$ cat src/rtl/ssq_pkg.sv
// Shared types and constants of the stride scheduler queue.
`timescale 1ns / 1ps
package ssq_pkg;

  localparam int PASS_BASE = 1024;
  localparam int DIV_W = 11;
  localparam int DIV_STEPS = 11;
  localparam int DIV_CNT_W = 4;

  typedef enum logic [1:0] {
    OP_ENQ  = 2'd0,
    OP_DEQ  = 2'd1,
    OP_PICK = 2'd2,
    OP_TICK = 2'd3
  } op_t;

  typedef enum logic [3:0] {
    S_CLEAR,
    S_IDLE,
    S_RD,
    S_FIN,
    S_SCAN,
    S_SCAN_END,
    S_DIV_INIT,
    S_DIV,
    S_FIN_PICK
  } state_t;

  typedef struct packed {
    logic clear_wr;
    logic accept;
    logic scan_rd;
    logic div_init;
    logic div_step;
    logic fin_op;
    logic fin_pick;
  } cmd_t;

  typedef struct packed {
    logic cnt_last;
    logic is_pick;
    logic found;
    logic div_done;
    logic out_free;
  } sts_t;

endpackage

$ cat src/rtl/ssq_ctrl.sv
// Controller state machine of the stride scheduler queue.
`timescale 1ns / 1ps
module ssq_ctrl import ssq_pkg::*; (
  input  logic clk,
  input  logic rst_n,
  input  logic in_valid,
  output logic in_stall,
  input  sts_t sts,
  output cmd_t cmd
);

  state_t state_r, state_nxt;

  always_ff @(posedge clk) begin
    if (!rst_n) begin
      state_r <= S_CLEAR;
    end else begin
      state_r <= state_nxt;
    end
  end

  always_comb begin
    state_nxt = state_r;
    case (state_r)
      S_CLEAR:    if (sts.cnt_last) state_nxt = S_IDLE;
      S_IDLE:     if (in_valid) state_nxt = S_RD;
      S_RD:       state_nxt = sts.is_pick ? S_SCAN : S_FIN;
      S_FIN:      if (sts.out_free) state_nxt = S_IDLE;
      S_SCAN:     if (sts.cnt_last) state_nxt = S_SCAN_END;
      S_SCAN_END: state_nxt = S_DIV_INIT;
      S_DIV_INIT: state_nxt = sts.found ? S_DIV : S_FIN_PICK;
      S_DIV:      if (sts.div_done) state_nxt = S_FIN_PICK;
      S_FIN_PICK: if (sts.out_free) state_nxt = S_IDLE;
      default:    state_nxt = S_CLEAR;
    endcase
  end

  always_comb begin
    cmd = '0;
    in_stall = (state_r != S_IDLE);
    case (state_r)
      S_CLEAR:    cmd.clear_wr = 1'b1;
      S_IDLE:     cmd.accept = in_valid;
      S_FIN:      cmd.fin_op = sts.out_free;
      S_SCAN:     cmd.scan_rd = 1'b1;
      S_DIV_INIT: cmd.div_init = 1'b1;
      S_DIV:      cmd.div_step = !sts.div_done;
      S_FIN_PICK: cmd.fin_pick = sts.out_free;
      default:    cmd = '0;
    endcase
  end

endmodule

$ cat config.mk
export PLATFORM = sky130hd
export DESIGN_NAME = ssq_ctrl
export DESIGN_NICKNAME = d
export VERILOG_FILES = /design/src/rtl/ssq_pkg.sv /design/src/rtl/ssq_ctrl.sv
export SDC_FILE = /design/constraint.sdc
export NUM_CORES = 1
export LEC_CHECK = 0
export BUFFER_PORTS_ARGS = -buffer_cell sky130_fd_sc_hd__buf_4
export CAP_MARGIN = 20
export CORE_AREA = 2 2 39 41
export DETAILED_ROUTE_END_ITERATION = 10
export DIE_AREA = 0 0 41 43
export GPL_TIMING_DRIVEN = 0
export PLACE_DENSITY = 0.51
export SYNTH_ARGS = -nofsm -noshare
export SYNTH_HDL_FRONTEND = slang
export SYNTH_SLANG_ARGS = --single-unit
$ cat constraint.sdc
create_clock -name clk -period 1.66 [get_ports clk]
set_clock_uncertainty 0.05 [all_clocks]
set_input_delay 0.166 -clock clk [delete_from_list [all_inputs] [get_ports clk]]
set_output_delay 0.166 -clock clk [all_outputs]
set_load 0.03 [all_outputs]
==> flow_summary.ini, run 1 <==
[status]
status = complete, no violations

[sta]
drv_slew = 0
min_period_ps = 1572
setup_viol = 0
max_freq_ghz = 0.6361
min_period_over_period_pct = 94.70
fin_ws_ps = 87.90
maxSlewHeadroom_pct = 73.82
finalHoldViolCount = 0
worst_slew_pin_slew_ps = 392.7

[cells_and_area]
final_common_cell = buf_4
layout.nets = 81
largest_reg_flops = 4
drive_gt1_share_pct = 36.62
final_cell_mix = 17 x buf_4, 5 x a21oi_1, 4 x clkbuf_4, 4 x nor2_1
areaGrowthSynthToFinish_pct = 51.02
fin_cells = 87
reg_top3 = state_r (4)
antenna_cells = 0
top_register = state_r

[cts]
cts_buffers = 3
cts_max_level = 1
clk_pin_slew_ps = 40
clock_sinks = 4
cts_buffer_depth = 2
clock_latency_ps = 230
cts_tree = done
cts-root-buf = clkbuf_4

[routing]
vias = 473
firstDrtPassIters = 4
viasPerCell = 5.437
drc = 0
drt-initial-drc-count = 13
wl_per_cell_um = 12.21
totalWireLength_um = 1062
antenna_left = 0

[grt]
grt_usage_pct = 14.63
grt_max_degree = 11
grt_pass1_vias = 384
antenna_found_initial = 0
grt_pass1_wl_um = 1718
grt_overflow = 0

[power]
seq_power_share_pct = 30.4
leakage_nw = 0.2301
swShare_pct = 34.34
p_int_uw = 245.7
p_per_area_nw_per_um2 = 673.7
p_clk_share_pct = 30.9
total_power_uw = 374.3
peakVddDrop_mv = 0.3183
p_comb_share_pct = 38.7
p_switching_uw = 128.5

[min_path]
hold_depth = 2
hp-class = in2reg

[yosys]
synthAdderAreaFrac_pct = 0
syn-num-nets = 60
synth.area.mux_share_pct = 0
synth_seq_area_share_pct = 21.77
syn_avg_cell_area_um2 = 7.074
synth_xor_area_share_pct = 0
yosys.area_share.simple_pct = 41.84
synth-seq-cells = 4
synthDistinctLibCells = 29
synth_area_um2 = 367.9
yosysWarnings = 0
postSynthCellCount = 52
synth_compound_area_share_pct = 30.95
synth_top_family_by_area = simple AND/OR/NAND/NOR gates

[critical_path]
cp_data_arrival_time_ps = 1360
critPathMaxStageDelay_ps = 320
cp_top_family = buffers and inverters
r2r_cells = 5
path_max_fanout = 10
cp-start-kind = flop
critPathSlowestCell = clkbuf_1
worstSetupPathType = reg2out
critical_path_buf_inv_count = 2
critPathCaptureType = output pin
crit_chain = clkbuf_1, nand2_1, nor4_1, buf_4
cp_num_cells = 4
critical_path_required_ps = 1440

[placed_design]
dp_cells = 83
port_buffers = 15
gp_congestion = 0.7027
dp_hpwl_um = 798.1
pre_cts_ws_ps = 151.8

[floorplan]
fp.dieW_um = 41
std_cell_rows = 14
design.core.area_um2 = 1384
die_h_um = 43
start_util_pct = 26.58
die-area_um2 = 1763
io_pins = 16

[flow_run]
maxCapViolCount = 0
-- layer usage --
layer  routed length (um)  global-route usage (%)  up-vias
li1                     -                       -      237
met1                  501                   21.09      214
met2                  485                   18.44       20
met3                   67                   6.283        2
met4                    8                   6.000        0
met5                    0                       0        -
-- cell usage after synthesis --
master	number	area, um2
o21a_1	1	7.510
and3_1	1	6.260
nand2b_1	2	12.51
nor2_1	4	15.01
o21ai_0	2	10.01
or3b_1	1	8.760
a22oi_1	1	7.510
buf_2	1	5.000
nor2b_1	4	25.02
nor3b_1	1	7.510
nor4_1	2	12.51
nor3_2	1	10.01
and2_1	1	6.260
dfxtp_1	4	80.08
o211ai_1	2	15.01
nand3_1	2	10.01
nand2_1	3	11.26
and4_1	1	8.760
a21oi_1	5	25.02
a2111o_1	1	11.26
a211oi_1	1	7.510
o41ai_1	1	8.760
a31oi_1	1	6.260
o31ai_1	2	15.01
clkbuf_1	3	11.26
nand3b_1	1	7.510
or4_1	1	7.510
inv_1	1	3.750
nor3_1	1	5.000
-- cell families after synthesis --
family	count (synthesis)
and+or+nand+nor	26
buffers and inverters	5
AOI/OAI and AO/OA	17
DFF	4
-- area by class of cell --
| class | instances | area, um2 |
|---|---|---|
| timing repair buffer | 16 | 120.1 |
| clock buffer | 3 | 22.52 |
| fill | 150 | 828.3 |
| tap | 16 | 20.02 |
| sequential | 4 | 81.33 |
| multi-input combinational | 43 | 284.0 |
| buffer | 4 | 23.77 |
| inverter | 1 | 3.754 |
-- power by group through the flow --
| stage | Sequential [mW] | Combinational, mW | Clock (mW) |
|---|---|---|---|
| 2_1_floorplan | 0.111 | 0.0913 | 0 |
| 5_1_grt | 0.115 | 0.160 | 0.134 |
| 6_report | 0.114 | 0.145 | 0.116 |
| 4_1_cts | 0.113 | 0.141 | 0.124 |
| 3_3_place_gp | 0.114 | 0.140 | 0 |
| 3_5_place_dp | 0.114 | 0.139 | 0 |
-- metrics by stage --
step	instance area [um2]	hold WS (ps)	setup TNS [ps]	util (%)
5_1_grt	555.5	123.8	-5.038	40.14
2_1_floorplan	374.1	237.7	-167.1	-
3_3_place_gp	506.7	369.2	0	36.62
3_5_place_dp	506.7	363.3	0	36.62
4_1_cts	539.3	119.3	0	38.97
6_report	555.5	128.7	0	40.14
-- final timing paths --
kind         startpoint    endpoint  slack [ps]
max          state_r[3]      cmd[0]          90
min               rst_n  state_r[3]         130
max reg2reg  state_r[3]  state_r[2]         100
min reg2reg  state_r[2]  state_r[3]         670
-- what timing repair did --
action | CTS | global route
resized for setup | 4 | 6
hold buffers | 0 | 0
setup endpoints to repair | 3 | 4
pin swaps | 0 | 1
buffers inserted | 0 | 1
Power figures use the tool's default switching activity.
==> inputs of run 2 (changes only) <==
--- a/config.mk
+++ b/config.mk
@@ -10,7 +10,7 @@
 export CORE_AREA = 2 2 39 41
 export DETAILED_ROUTE_END_ITERATION = 10
 export DIE_AREA = 0 0 41 43
-export GPL_TIMING_DRIVEN = 0
+export GPL_TIMING_DRIVEN = 1
 export PLACE_DENSITY = 0.51
 export SYNTH_ARGS = -nofsm -noshare
 export SYNTH_HDL_FRONTEND = slang
==> flow_summary.ini, run 2 (synthesis results as in run 1) <==
[grt]
antenna_found_initial = 0
top_usage_layer = met2
met2_usage_pct = 22.81
grt_max_degree = 15
met3_usage_pct = 1.571
use_met1_pct = 19.35
grt_pass1_wl_um = 1814
grt_overflow = 0
grt_usage_pct = 14.57
grt_pass1_vias = 454

[power]
total_power_uw = 378.8
peakVddDrop_mv = 0.4174
p_per_area_nw_per_um2 = 677.2
leakage_nw = 0.2394

[placed_design]
gp_congestion = 0.7002
dp_hpwl_um = 867.9
port_buffers = 15
placed_area_um2 = 528.0

[cells_and_area]
areaGrowthSynthToFinish_pct = 52.04
layout.nets = 82
top_register = state_r
final_area_um2 = 559.3
final_cell_mix = 21 x buf_4, 5 x a21oi_1, 4 x nor2_1, 4 x nor2b_1
drive_gt1_share_pct = 36.11
post-route-util_pct = 40.42
final_common_cell = buf_4
reg_top3 = state_r (4)
largest_reg_flops = 4
antenna_cells = 0

[routing]
antenna_left = 0
viasPerCell = 5.364
vias = 472
drt-initial-drc-count = 3
totalWireLength_um = 1122
drc = 0
firstDrtPassIters = 3
wl_per_cell_um = 12.75

[status]
status = complete, no violations

[sta]
rsz0062_at_grt = no
min_period_ps = 1555
tns_ps = 0
drv_slew = 0
worst_slew_pin_slew_ps = 313.3
max_freq_ghz = 0.6432
maxSlewHeadroom_pct = 78.99
setup_viol = 0
finalHoldViolCount = 0
hold_slack_ps = 138.2
min_period_over_period_pct = 93.65

[critical_path]
critical_path_buf_inv_count = 2
critPathSlowestCell = dfxtp_1
crit_chain = buf_4, nor4_1, buf_4
critPathMostFrequentCell = buf_4
cp_data_arrival_time_ps = 1340
critical_path_required_ps = 1440
cp_top_family = buffers and inverters
critPathMaxStageDelay_ps = 370
cp-start-kind = flop
path_max_fanout = 7
worstSetupPathType = reg2out
critPathCaptureType = output pin

[floorplan]
io_pins = 16
std_cell_rows = 14
design.core.area_um2 = 1384
die-area_um2 = 1763
die_h_um = 43
start_util_pct = 26.58
fp.dieW_um = 41

[cts]
cts_buffer_depth = 2
clock_latency_ps = 230
cts_tree = done
cts_max_level = 1
cts-root-buf = clkbuf_4
cts_buffers = 3
clock_sinks = 4
cts_hold_buf = 0
clk_pin_slew_ps = 40

[min_path]
hp-class = in2reg

[flow_run]
maxCapViolCount = 0
## run 2: cell types whose count changed in the layout (fill, tap and decap cells not counted)
| cell | before | now |
|---|---|---|
| nor2b_1 | 3 | 4 |
| clkbuf_4 | 4 | 3 |
| nor2b_2 | 1 | 0 |
| nand2b_1 | 1 | 2 |
| buf_4 | 17 | 21 |
| nand2b_4 | 1 | 0 |
| clkbuf_2 | 1 | 0 |
| clkbuf_1 | 1 | 0 |
## run 2: worst paths after layout
kind	startpoint	to	slack, ps	cells past startpoint
worst max-delay path	state_r[2]	cmd[0]	110	3
worst min-delay path	rst_n	state_r[3]	140	2
worst max register to register	state_r[3]	state_r[3]	120	4
worst min register to register	state_r[2]	state_r[0]	660	3
## run 2: layout make-up
cell class,instances,area (um2)
clock buffers,3,22.52
fillers,138,824.5
inverters,1,3.754
multi-input cells,43,274.0
flip-flops and latches,4,81.33
well taps,16,20.02
repair buffers,21,157.7
## run 2: what timing repair did
item                                   4_1_cts  5_1_grt
setup endpoints to repair                    1        1
pin swaps                                    0        1
endpoints found under the hold margin        0        0
buffers inserted                             0        1
gates resized for setup                      1        0
## run 2: metrics by stage
step,setup slack [ps],std cells
2_1_floorplan,-83.55,52
6_report,105.3,88
4_1_cts,44.92,87
5_1_grt,10.55,88
3_5_place_dp,138.9,84
3_3_place_gp,157.8,84
## run 2: layer usage
layer	wire [um]	share of wire [%]
met5	0	0
met4	0	0
met3	35	3.1
met2	553	49
met1	533	48
## run 2: report_power, final
group	switching [mW]	total [mW]	leakage [nW]	internal, mW
logic	0.0854	0.148	0.192	0.0625
clock network	0.0379	0.119	0.0138	0.0808
registers	0.00825	0.112	0.0331	0.104
total	0.132	0.379	0.239	0.247
==> inputs of run 3 (changes only) <==
--- a/config.mk
+++ b/config.mk
@@ -8,10 +8,11 @@
 export BUFFER_PORTS_ARGS = -buffer_cell sky130_fd_sc_hd__buf_4
 export CAP_MARGIN = 20
 export CORE_AREA = 2 2 39 41
+export CTS_CLUSTER_DIAMETER = 150
 export DETAILED_ROUTE_END_ITERATION = 10
 export DIE_AREA = 0 0 41 43
 export GPL_TIMING_DRIVEN = 1
-export PLACE_DENSITY = 0.51
+export PLACE_DENSITY = 0.59
 export SYNTH_ARGS = -nofsm -noshare
 export SYNTH_HDL_FRONTEND = slang
 export SYNTH_SLANG_ARGS = --single-unit
==> flow_summary.ini, run 3 (synthesis results as in run 1) <==
[power]
p_comb_share_pct = 39.0
swShare_pct = 34.81
p_int_uw = 245.9
p_per_area_nw_per_um2 = 685.1
p_switching_uw = 131.3
p_clk_share_pct = 32.2
seq_power_share_pct = 28.8
leakage_nw = 0.2335
peakVddDrop_mv = 0.3679
total_power_uw = 377.2

[cts]
clock_sinks = 4
cts-root-buf = clkbuf_4
clock_latency_ps = 240
clk_pin_slew_ps = 40
cts_tree = done
cts_buffer_depth = 2
cts_hold_buf = 0
cts_buffers = 3
cts_max_level = 1

[sta]
maxSlewHeadroom_pct = 79.03
finalHoldViolCount = 0
rsz0062_at_grt = no
worst_slew_pin_slew_ps = 312.6
max_freq_ghz = 0.6544
min_period_over_period_pct = 92.06
min_period_ps = 1528
drv_slew = 0
hold_slack_ps = 123.0
setup_viol = 0

[cells_and_area]
final_common_cell = buf_4
layout.nets = 81
drive_gt1_share_pct = 33.80
largest_reg_flops = 4
fill_cells = 149
final_cell_mix = 20 x buf_4, 5 x a21oi_1, 4 x nor2_1, 4 x nor2b_1, 4 x dfxtp_1
areaGrowthSynthToFinish_pct = 49.66
top_register = state_r
reg_top3 = state_r (4)
fin_cells = 87
antenna_cells = 0

[grt]
met3_usage_pct = 3.141
met2_usage_pct = 19.06
use_met1_pct = 17.31
grt_usage_pct = 13.34
grt_max_degree = 15
antenna_found_initial = 0
grt_overflow = 0
top_usage_layer = met2
grt_pass1_wl_um = 1573
grt_pass1_vias = 383

[flow_run]
maxCapViolCount = 0

[critical_path]
cp_data_arrival_time_ps = 1310
critical_path_required_ps = 1440
worstSetupPathType = reg2out
path_max_fanout = 7
critPathCaptureType = output pin
cp-start-kind = flop
r2r_slack_ps = 130

[routing]
antenna_left = 0
drt-initial-drc-count = 15
firstDrtPassIters = 4
vias = 467
drc = 0
viasPerCell = 5.368
wl_per_cell_um = 11.72
totalWireLength_um = 1020

[status]
status = complete, no violations

[placed_design]
dp_cells = 83
dp_hpwl_um = 780.1
gp_congestion = 0.7780
port_buffers = 15

[floorplan]
start_util_pct = 26.58
io_pins = 16
die_h_um = 43
design.core.area_um2 = 1384
die-area_um2 = 1763
fp.dieW_um = 41
std_cell_rows = 14

[min_path]
hp-class = in2reg
==> run 3: cell types whose count changed in the layout (fill, tap and decap cells not counted) <==
cell     previous run  this run
buf_4              21        20
dfxtp_1             3         4
dfxtp_2             1         0
==> run 3: worst max-delay path, stage by stage, from the launching register on <==
cell and delay (ps):
dfxtp_1 460, nand2b_1 210, nor3_4 230, buf_4 180
==> run 3: timing repair <==
action / in CTS / in global routing
endpoints found under the hold margin: 0 / 0
resized for setup: 0 / 0
setup buffers: 0 / 1
setup endpoints to repair: 0 / 1
==> run 3: layout make-up <==
class | count | area (um2) | share of cell area, %
multi-input cells | 43 | 274.0 | 49.77
inverters | 1 | 3.754 | 0.6818
clock buffers | 3 | 22.52 | 4.091
flip-flops and latches | 4 | 80.08 | 14.55
well taps | 16 | 20.02 | 3.636
repair buffers | 20 | 150.1 | 27.27
==> run 3: power by group through the flow <==
stage / Sequential [mW] / Clock, mW / Combinational (mW)
after global placement: 0.111 / 0 / 0.148
after floorplan: 0.111 / 0 / 0.0913
after CTS: 0.109 / 0.126 / 0.148
after global routing: 0.110 / 0.132 / 0.161
after detailed placement: 0.111 / 0 / 0.147
final: 0.109 / 0.121 / 0.147
==> run 3: through the flow <==
step                utilization (%)  setup slack (ps)  TNS [ps]  instance area, um2
floorplan                         -            -83.55    -167.1               374.1
global placement              37.61             188.2         0               520.5
detailed placement            37.61             154.1         0               520.5
CTS                           39.24             12.94         0               543.0
global route                  39.78             26.22         0               550.5
finish                        39.78             131.8         0               550.5
==> run 3: path summary, 6_finish.rpt <==
path | startpoint | endpoint | depth (start not counted)
max reg2reg | state_r[3] | state_r[3] | 4
min | rst_n | state_r[3] | 2
min reg2reg | state_r[1] | state_r[0] | 3
max | state_r[2] | cmd[2] | 3
==> run 3: metal layers <==
metal  up-vias  wire (um)
li1        240          -
met1       212        481
met2        13        457
met3         2         68
met4         0         13
met5         -          0
